--- src/rtl/dpq_pkg.sv ---
`timescale 1ns / 1ps
`default_nettype none

package dpq_pkg;

    // Configuration register indexes.
    localparam logic [1:0] REG_DITHER_MODE = 2'd0;
    localparam logic [1:0] REG_CLIP_ENABLE = 2'd1;
    localparam logic [1:0] REG_NOISE_SEED  = 2'd2;

    // Dither mode codes; the unused code behaves as no dither.
    localparam logic [1:0] MODE_OFF  = 2'd0;
    localparam logic [1:0] MODE_RECT = 2'd1;
    localparam logic [1:0] MODE_TRI  = 2'd2;

    localparam logic [1:0]  DITHER_MODE_RESET = MODE_TRI;
    localparam logic        CLIP_RESET        = 1'b1;
    localparam logic [31:0] RNG_RESET         = 32'd1;

    // Linear congruential generator constants.
    localparam logic [31:0] LCG_MUL = 32'd1664525;
    localparam logic [31:0] LCG_ADD = 32'd1013904223;

    // Plus one in Q4.28.
    localparam logic signed [31:0] ONE_Q28 = 32'sd268435456;

    // Noise offsets in Q31 units, applied when the sample is loaded.
    localparam logic signed [35:0] OFS_TPDF = -36'sd65535;
    localparam logic signed [35:0] OFS_RPDF = -36'sd32768;

    localparam logic signed [19:0] PCM_MAX = 20'sd32767;
    localparam logic signed [19:0] PCM_MIN = -20'sd32768;

    typedef struct packed {
        logic load;
        logic rng_step;
        logic add_r;
        logic scale;
        logic round;
    } t_cmd;

    typedef struct packed {
        logic tpdf;
        logic rpdf;
    } t_status;

endpackage

`default_nettype wire

--- src/rtl/dithered_pcm16_quantizer_unit.sv ---
`timescale 1ns / 1ps
`default_nettype none

// Requantizes one signed Q4.28 sample per beat to saturated 16-bit PCM, with optional
// clamping to plus or minus one and rectangular or triangular dither from a 32-bit LCG.
// After the load, triangular dither takes two noise draws and rectangular dither one, each
// a single LCG step with its 32-bit multiply; a summing step follows the last draw, then
// a scaling step and a rounding step. Without dither the load goes straight to scaling.
// The input is stalled until the result is written. The next sample is accepted as soon
// as the previous result sits in the output register; a stalled output holds only the
// following result back, which then waits in its rounding step.
// Writing noise_seed reloads the generator; write configuration only while idle.
module dithered_pcm16_quantizer_unit (
    input  wire logic               i_clk,
    input  wire logic               i_rst_n,
    input  wire logic               i_cfg_we,
    input  wire logic [1:0]         i_cfg_index,
    input  wire logic [31:0]        i_cfg_data,
    input  wire logic               i_in_valid,
    output logic                    o_in_stall,
    input  wire logic signed [31:0] i_sample_in,
    input  wire logic               i_last_in,
    output logic                    o_out_valid,
    input  wire logic               i_out_stall,
    output logic signed [15:0]      o_pcm_out,
    output logic                    o_last_out
);
    import dpq_pkg::*;

    t_cmd    cmd;
    t_status status;

    dpq_ctrl u_ctrl (
        .i_clk       (i_clk),
        .i_rst_n     (i_rst_n),
        .i_in_valid  (i_in_valid),
        .o_in_stall  (o_in_stall),
        .o_out_valid (o_out_valid),
        .i_out_stall (i_out_stall),
        .i_status    (status),
        .o_cmd       (cmd)
    );

    dpq_dp u_dp (
        .i_clk       (i_clk),
        .i_rst_n     (i_rst_n),
        .i_cfg_we    (i_cfg_we),
        .i_cfg_index (i_cfg_index),
        .i_cfg_data  (i_cfg_data),
        .i_sample_in (i_sample_in),
        .i_last_in   (i_last_in),
        .i_cmd       (cmd),
        .o_status    (status),
        .o_pcm_out   (o_pcm_out),
        .o_last_out  (o_last_out)
    );

endmodule

`default_nettype wire

--- src/rtl/dpq_ctrl.sv ---
`timescale 1ns / 1ps
`default_nettype none

module dpq_ctrl (
    input  wire logic             i_clk,
    input  wire logic             i_rst_n,
    input  wire logic             i_in_valid,
    output logic                  o_in_stall,
    output logic                  o_out_valid,
    input  wire logic             i_out_stall,
    input  wire dpq_pkg::t_status i_status,
    output dpq_pkg::t_cmd         o_cmd
);
    import dpq_pkg::*;

    localparam logic [2:0] S_IDLE  = 3'd0;
    localparam logic [2:0] S_DRAW1 = 3'd1;
    localparam logic [2:0] S_DRAW2 = 3'd2;
    localparam logic [2:0] S_ADD   = 3'd3;
    localparam logic [2:0] S_SCALE = 3'd4;
    localparam logic [2:0] S_ROUND = 3'd5;

    logic [2:0] r_state;
    logic [2:0] n_state;
    logic       r_out_valid;
    logic       n_out_valid;
    t_cmd       cmd;

    always_comb begin
        n_state = r_state;
        cmd     = '0;
        unique case (r_state)
            S_IDLE: begin
                if (i_in_valid) begin
                    cmd.load = 1'b1;
                    n_state  = (i_status.tpdf || i_status.rpdf) ? S_DRAW1 : S_SCALE;
                end
            end
            S_DRAW1: begin
                cmd.rng_step = 1'b1;
                n_state      = i_status.tpdf ? S_DRAW2 : S_ADD;
            end
            S_DRAW2: begin
                // The first draw is summed while the second one is generated.
                cmd.rng_step = 1'b1;
                cmd.add_r    = 1'b1;
                n_state      = S_ADD;
            end
            S_ADD: begin
                cmd.add_r = 1'b1;
                n_state   = S_SCALE;
            end
            S_SCALE: begin
                cmd.scale = 1'b1;
                n_state   = S_ROUND;
            end
            S_ROUND: begin
                if (!r_out_valid || !i_out_stall) begin
                    cmd.round = 1'b1;
                    n_state   = S_IDLE;
                end
            end
            default: begin
                n_state = S_IDLE;
            end
        endcase
    end

    always_comb begin
        if (cmd.round) begin
            n_out_valid = 1'b1;
        end else begin
            n_out_valid = r_out_valid && i_out_stall;
        end
    end

    always_ff @(posedge i_clk) begin
        if (!i_rst_n) begin
            r_state     <= S_IDLE;
            r_out_valid <= 1'b0;
        end else begin
            r_state     <= n_state;
            r_out_valid <= n_out_valid;
        end
    end

    assign o_in_stall  = (r_state != S_IDLE);
    assign o_out_valid = r_out_valid;
    assign o_cmd       = cmd;

    // A finished beat must never overwrite one that is still waiting.
    a_no_overwrite: assert property (@(posedge i_clk) disable iff (!i_rst_n)
        !(cmd.round && r_out_valid && i_out_stall))
        else $error("result written over a stalled beat");

    a_busy_after_load: assert property (@(posedge i_clk) disable iff (!i_rst_n)
        cmd.load |=> o_in_stall)
        else $error("input not stalled after accepting a beat");

    a_valid_after_round: assert property (@(posedge i_clk) disable iff (!i_rst_n)
        cmd.round |=> r_out_valid)
        else $error("result not presented after rounding");

    a_scale_then_round: assert property (@(posedge i_clk) disable iff (!i_rst_n)
        (r_state == S_SCALE) |=> (r_state == S_ROUND))
        else $error("scale not followed by round");

endmodule

`default_nettype wire

--- src/rtl/dpq_dp.sv ---
`timescale 1ns / 1ps
`default_nettype none

module dpq_dp (
    input  wire logic               i_clk,
    input  wire logic               i_rst_n,
    input  wire logic               i_cfg_we,
    input  wire logic [1:0]         i_cfg_index,
    input  wire logic [31:0]        i_cfg_data,
    input  wire logic signed [31:0] i_sample_in,
    input  wire logic               i_last_in,
    input  wire dpq_pkg::t_cmd      i_cmd,
    output dpq_pkg::t_status        o_status,
    output logic signed [15:0]      o_pcm_out,
    output logic                    o_last_out
);
    import dpq_pkg::*;

    logic [1:0]         r_mode;
    logic               r_clip;
    logic [31:0]        r_rng;
    logic [31:0]        n_rng;
    logic signed [35:0] r_s;
    logic signed [35:0] n_s;
    logic signed [50:0] r_p;
    logic               r_last;
    logic signed [15:0] r_pcm;
    logic               r_last_out;

    logic signed [31:0] x_clamped;
    logic signed [35:0] x_ext;
    logic signed [35:0] ofs;
    logic signed [50:0] n_p;
    logic signed [19:0] q_floor;
    logic signed [19:0] q;
    logic signed [15:0] q_sat;
    logic               round_up;

    // Configuration and noise generator state.
    always_comb begin
        n_rng = r_rng * LCG_MUL + LCG_ADD;
    end

    always_ff @(posedge i_clk) begin
        if (!i_rst_n) begin
            r_mode <= DITHER_MODE_RESET;
            r_clip <= CLIP_RESET;
            r_rng  <= RNG_RESET;
        end else begin
            if (i_cfg_we && i_cfg_index == REG_DITHER_MODE) begin
                r_mode <= i_cfg_data[1:0];
            end
            if (i_cfg_we && i_cfg_index == REG_CLIP_ENABLE) begin
                r_clip <= i_cfg_data[0];
            end
            if (i_cfg_we && i_cfg_index == REG_NOISE_SEED) begin
                r_rng <= i_cfg_data;
            end else if (i_cmd.rng_step) begin
                r_rng <= n_rng;
            end
        end
    end

    assign o_status.tpdf = (r_mode == MODE_TRI);
    assign o_status.rpdf = (r_mode == MODE_RECT);

    // Load: clamp if enabled, move to Q31 and pre-apply the noise offset; else add a draw.
    always_comb begin
        x_clamped = i_sample_in;
        if (r_clip) begin
            if (i_sample_in > ONE_Q28) begin
                x_clamped = ONE_Q28;
            end else if (i_sample_in < -ONE_Q28) begin
                x_clamped = -ONE_Q28;
            end
        end
        x_ext = 36'(x_clamped);
        priority if (o_status.tpdf) begin
            ofs = OFS_TPDF;
        end else if (o_status.rpdf) begin
            ofs = OFS_RPDF;
        end else begin
            ofs = '0;
        end
        if (i_cmd.load) begin
            n_s = (x_ext <<< 3) + ofs;
        end else begin
            n_s = r_s + $signed({20'd0, r_rng[31:16]});
        end
    end

    // Multiplying by 32767 is a shift by 15 less the value itself.
    assign n_p = $signed({r_s, 15'd0}) - $signed({{15{r_s[35]}}, r_s});

    // Truncation toward zero: floor, then step up for a negative value with a fraction.
    always_comb begin
        q_floor  = r_p[50:31];
        round_up = r_p[50] && (|r_p[30:0]);
        q        = q_floor + $signed({19'd0, round_up});
        priority if (q > PCM_MAX) begin
            q_sat = 16'(PCM_MAX);
        end else if (q < PCM_MIN) begin
            q_sat = 16'(PCM_MIN);
        end else begin
            q_sat = q[15:0];
        end
    end

    always_ff @(posedge i_clk) begin
        if (i_cmd.load || i_cmd.add_r) begin
            r_s <= n_s;
        end
        if (i_cmd.load) begin
            r_last <= i_last_in;
        end
        if (i_cmd.scale) begin
            r_p <= n_p;
        end
        if (i_cmd.round) begin
            r_pcm      <= q_sat;
            r_last_out <= r_last;
        end
    end

    assign o_pcm_out  = r_pcm;
    assign o_last_out = r_last_out;

endmodule

`default_nettype wire

--- config.mk ---
export PLATFORM = sky130hd
export DESIGN_NAME = dithered_pcm16_quantizer_unit
export DESIGN_NICKNAME = d
export VERILOG_FILES = /design/src/rtl/dpq_pkg.sv /design/src/rtl/dithered_pcm16_quantizer_unit.sv /design/src/rtl/dpq_ctrl.sv /design/src/rtl/dpq_dp.sv
export SDC_FILE = /design/constraint.sdc
export NUM_CORES = 1
export LEC_CHECK = 0
export ABC_AREA = 0
export BUFFER_PORTS_ARGS = -buffer_cell sky130_fd_sc_hd__clkbuf_2
export CAP_MARGIN = 25
export CORE_ASPECT_RATIO = 1.1
export CORE_MARGIN = 2
export CORE_UTILIZATION = 45
export CTS_CLUSTER_SIZE = 28
export DETAILED_ROUTE_END_ITERATION = 10
export GPL_ROUTABILITY_DRIVEN = 1
export MAX_ROUTING_LAYER = met4
export PLACE_DENSITY = 0.64
export SLEW_MARGIN = 20
export SYNTH_ARGS = -nofsm -noshare
export SYNTH_HDL_FRONTEND = slang
export SYNTH_SLANG_ARGS = --single-unit
--- constraint.sdc ---
create_clock -name i_clk -period 6.04 [get_ports i_clk]
set_input_delay 0.302 -clock i_clk [delete_from_list [all_inputs] [get_ports i_clk]]
set_output_delay 0.302 -clock i_clk [all_outputs]
set_load 0.01 [all_outputs]
==> impl_results.md <==
* Cell family with the largest share of critical-path delay: adder cells
* Most frequent cells in the layout: 338 x inv_1, 222 x ha_1, 136 x fa_1
* Worst hold path depth at 3
* Pin count of the biggest net entering global routing at 52
* Hold Violations, Final at 0
* Sink Count at 144
* WL final at 48.6 mm
* Core footprint at 38000 um^2
* CP Launch Type: flop
* Grt ovf at 0
* Flops & latches, synth at 144
* FF-to-FF End: u_dp.r_rng[30]$_SDFFE_PN0P_
* Most common cell after layout, fill and taps aside: inv_1
* Worst slew pin tran at 1.07 ns
* Initial Utilization at 45.4%
* GPL Wtd Cong at 0.990
* Clk_skew at 0.0129 ns
* RSZ-0062 raised after global routing: yes
* Worst path slowest cell: fa_1
* 1st-iter DRT viols at 818
* Hold Crit Class: primary input to flop
* Worst endpoint required time at 6.42 ns
* Root Buffer Master: clkbuf_16
* Port Buffer Count at 90
* Met3 usage in global routing at 2.88%
* Die Wd at 191 um
* Placed inst area at 18700 um^2
* Setup_tns at 0 ns
* DRC viols at 0
* Register area share after synthesis at 22.8%
* Max-cap viol count at 0
* M2 GR Usage at 44.7%
* Status: finished, final reports clean
* Final worst path period share at 97.3%
* Die height at 209 um
* Layout overhead on the synthesized area at 14.0%
* Post-Syn Area at 17300 um^2
* WP data arrival at 6.26 ns
* Syn. warnings at 0
* Initial antenna violation count at 1
* Nets at 2494
* Maximum net fanout on the critical path at 5
* Final HPWL DP at 40.8 mm
* Row count at 75
* Number of global-route vias before repair at 14000
* Top cell by count, worst path: inv_1
* EDFF count, synth at 105
* CTS Buf Count at 17
* CTS tree: built
* Vias per cell at 5.42
* Average footprint of a synthesized cell at 9.05 um^2
* Clk buf depth at 2
* ANT cells at 0
* ANT nets after route at 0
* Netlist cell types at 73
* Fmax at 170 MHz
* Routed WL per cell at 19.0 um
* Finish-stage setup viols at 0
* Primary FF master, synth: edfxtp_1
* Grt met1 use at 30.2%
* Routed via count at 13900
* Slew Limit Fails at 0
* R2R cell count at 23
* CP Cell Sequence: inv_1, ha_4, inv_1, fa_1, fa_2, fa_1, inv_1, fa_1, inv_1, fa_1, inv_1, fa_1, inv_1, ha_4, nand4_1, nor3_2, nand2_1, o31a_1, nand2_2, o21ai_2, o21ai_1, mux2_1, a31oi_1
* First-pass GRT wire length at 75.8 mm
* Htree depth at 4
* Async SR Flop Fraction at 0%
* Layer carrying the most global-route usage: met2
* Crit path kind: flop to flop
* Worst hold endpoint: u_dp.r_rng[4]$_SDFFE_PN0P_
* FF-to-FF setup slack at 0.16 ns
* Total GRT Usage at 25.7%
* CP Capture Type: flop
* Worst hold start: i_cfg_data[4]
* Tmin final at 5.88 ns
* Worst path max stage delay at 0.54 ns
* Synth Instances at 1906
* Clock Latency Late Sink at 0.46 ns
* Clk slew on worst S/H paths at 0.07 ns
* Die area at 39900 um^2
* Reg2Reg Launch Point: u_dp.r_rng[3]$_SDFFE_PN0P_
* 1st-pass router iterations at 5
* Worst Path Buf+Inv at 6
* Syn nets at 2354
* Design Area, Final at 19700 um^2
* Slew headroom at 28.2%
* Num ports at 91
* Share of cells above drive strength 1 at 13.6%
## per-stage QoR
stage	utilization, %	hold slack (ns)	std cells	worst slack, ns
final	51.8	0.0823	2559	0.163
after global routing	51.8	0.0713	2559	-0.0753
after CTS	51.0	0.0625	2553	0.00349
after detailed placement	49.2	0.405	2520	-0.0966
after global placement	49.1	0.402	2518	-0.00387
after floorplan	-	0.400	1906	0.0133
## timing repair
item / 4_1_cts / 5_1_grt
hold buffers: 1 / 0
setup buffers: 0 / 4
pin swaps: 4 / 20
resized for setup: 13 / 47
setup endpoints to repair: 4 / 14
endpoints found under the hold margin: 1 / 0
## layout make-up
type,count,area (um^2)
Clock inverter,15,198
Clock buffer,17,425
Fill cell,3531,18300
Multi-Input combinational cell,1385,12200
Sequential cell,144,3950
Inverter,343,1290
Timing Repair Buffer,155,960
Tap cell,500,626
## registers in the layout (all words and copies together) (netlist names)
register,flops
u_dp.r_p,51
u_ctrl.o_out_valid,1
u_dp.r_clip,1
u_dp.o_last_out,1
u_dp.r_s,36
u_dp.r_last,1
u_dp.o_pcm_out,16
u_ctrl.r_state,3
u_dp.r_rng,32
u_dp.r_mode,2
## Yosys cell counts, types with 6 or more instances
| cell type | number | area (um^2) |
|---|---|---|
| a31o_2 | 6 | 52.6 |
| nand2b_1 | 8 | 50.1 |
| nand4_1 | 17 | 106 |
| nor3_1 | 29 | 145 |
| and2_1 | 21 | 131 |
| or3_1 | 18 | 113 |
| o21ai_0 | 102 | 510 |
| nor4_1 | 20 | 125 |
| o21a_1 | 17 | 128 |
| xnor2_1 | 97 | 850 |
| o21bai_1 | 13 | 97.6 |
| fa_1 | 139 | 2780 |
| xor2_1 | 44 | 385 |
| clkbuf_1 | 33 | 124 |
| inv_1 | 343 | 1290 |
| nor2b_1 | 16 | 100 |
| a211oi_1 | 10 | 75.1 |
| o211ai_1 | 17 | 128 |
| a311oi_1 | 7 | 61.3 |
| a21oi_1 | 123 | 616 |
| ha_1 | 237 | 2970 |
| nor2_1 | 108 | 405 |
| or2_2 | 8 | 50.1 |
| and3_1 | 12 | 75.1 |
| nand3_1 | 49 | 245 |
| a31oi_1 | 21 | 131 |
| o21ai_1 | 13 | 65.1 |
| mux2i_1 | 8 | 80.1 |
| edfxtp_1 | 105 | 3150 |
| dfxtp_1 | 39 | 781 |
| a21o_1 | 41 | 308 |
| nand2_1 | 108 | 405 |
## worst min-delay path, cell delays in order
cell	delay, ns
clkbuf_2	0.08
nand2_1	0.05
a21oi_1	0.06
## cells by family (layout without fill, tap and decap cells)
family	after synthesis	count (layout)	synth area share, %
multiplexers	12	12	0.725
AO/OA/AOI/OAI	416	416	15.1
adder cells (fa/ha/maj)	376	376	33.3
buffers and inverters	377	530	8.21
XOR/XNOR	141	141	7.16
AND/OR/NAND/NOR	440	440	12.7
flip-flops	144	144	22.8
## worst max path at each step
stage | startpoint | endpoint | slack, ns | cells after the start
2_1_floorplan | u_dp.r_rng[1]$_SDFFE_PN0P_ | u_dp.r_rng[30]$_SDFFE_PN0P_ | 0.01 | 22
3_3_place_gp | u_dp.r_rng[1]$_SDFFE_PN0P_ | u_dp.r_rng[26]$_SDFFE_PN0P_ | -0.004 | 24
3_5_place_dp | u_dp.r_rng[1]$_SDFFE_PN0P_ | u_dp.r_rng[30]$_SDFFE_PN0P_ | -0.1 | 25
4_1_cts | u_dp.r_rng[4]$_SDFFE_PN0P_ | u_dp.r_rng[30]$_SDFFE_PN0P_ | 0.003 | 19
5_1_grt | u_dp.r_rng[5]$_SDFFE_PN0P_ | u_dp.r_rng[31]$_SDFFE_PN0P_ | -0.08 | 22
6_report | u_dp.r_rng[3]$_SDFFE_PN0P_ | u_dp.r_rng[30]$_SDFFE_PN0P_ | 0.16 | 23
## layer usage
layer | vias up | wire, um | share of wire [%]
li1 | 6793 | - | -
met1 | 6674 | 20300 | 42
met2 | 332 | 24900 | 51
met3 | 62 | 1760 | 3.6
met4 | 0 | 1660 | 3.4
met5 | - | 0 | 0
Power is not shown: default switching activity piles up to over one toggle a cycle in this logic, so the estimate is an artifact.
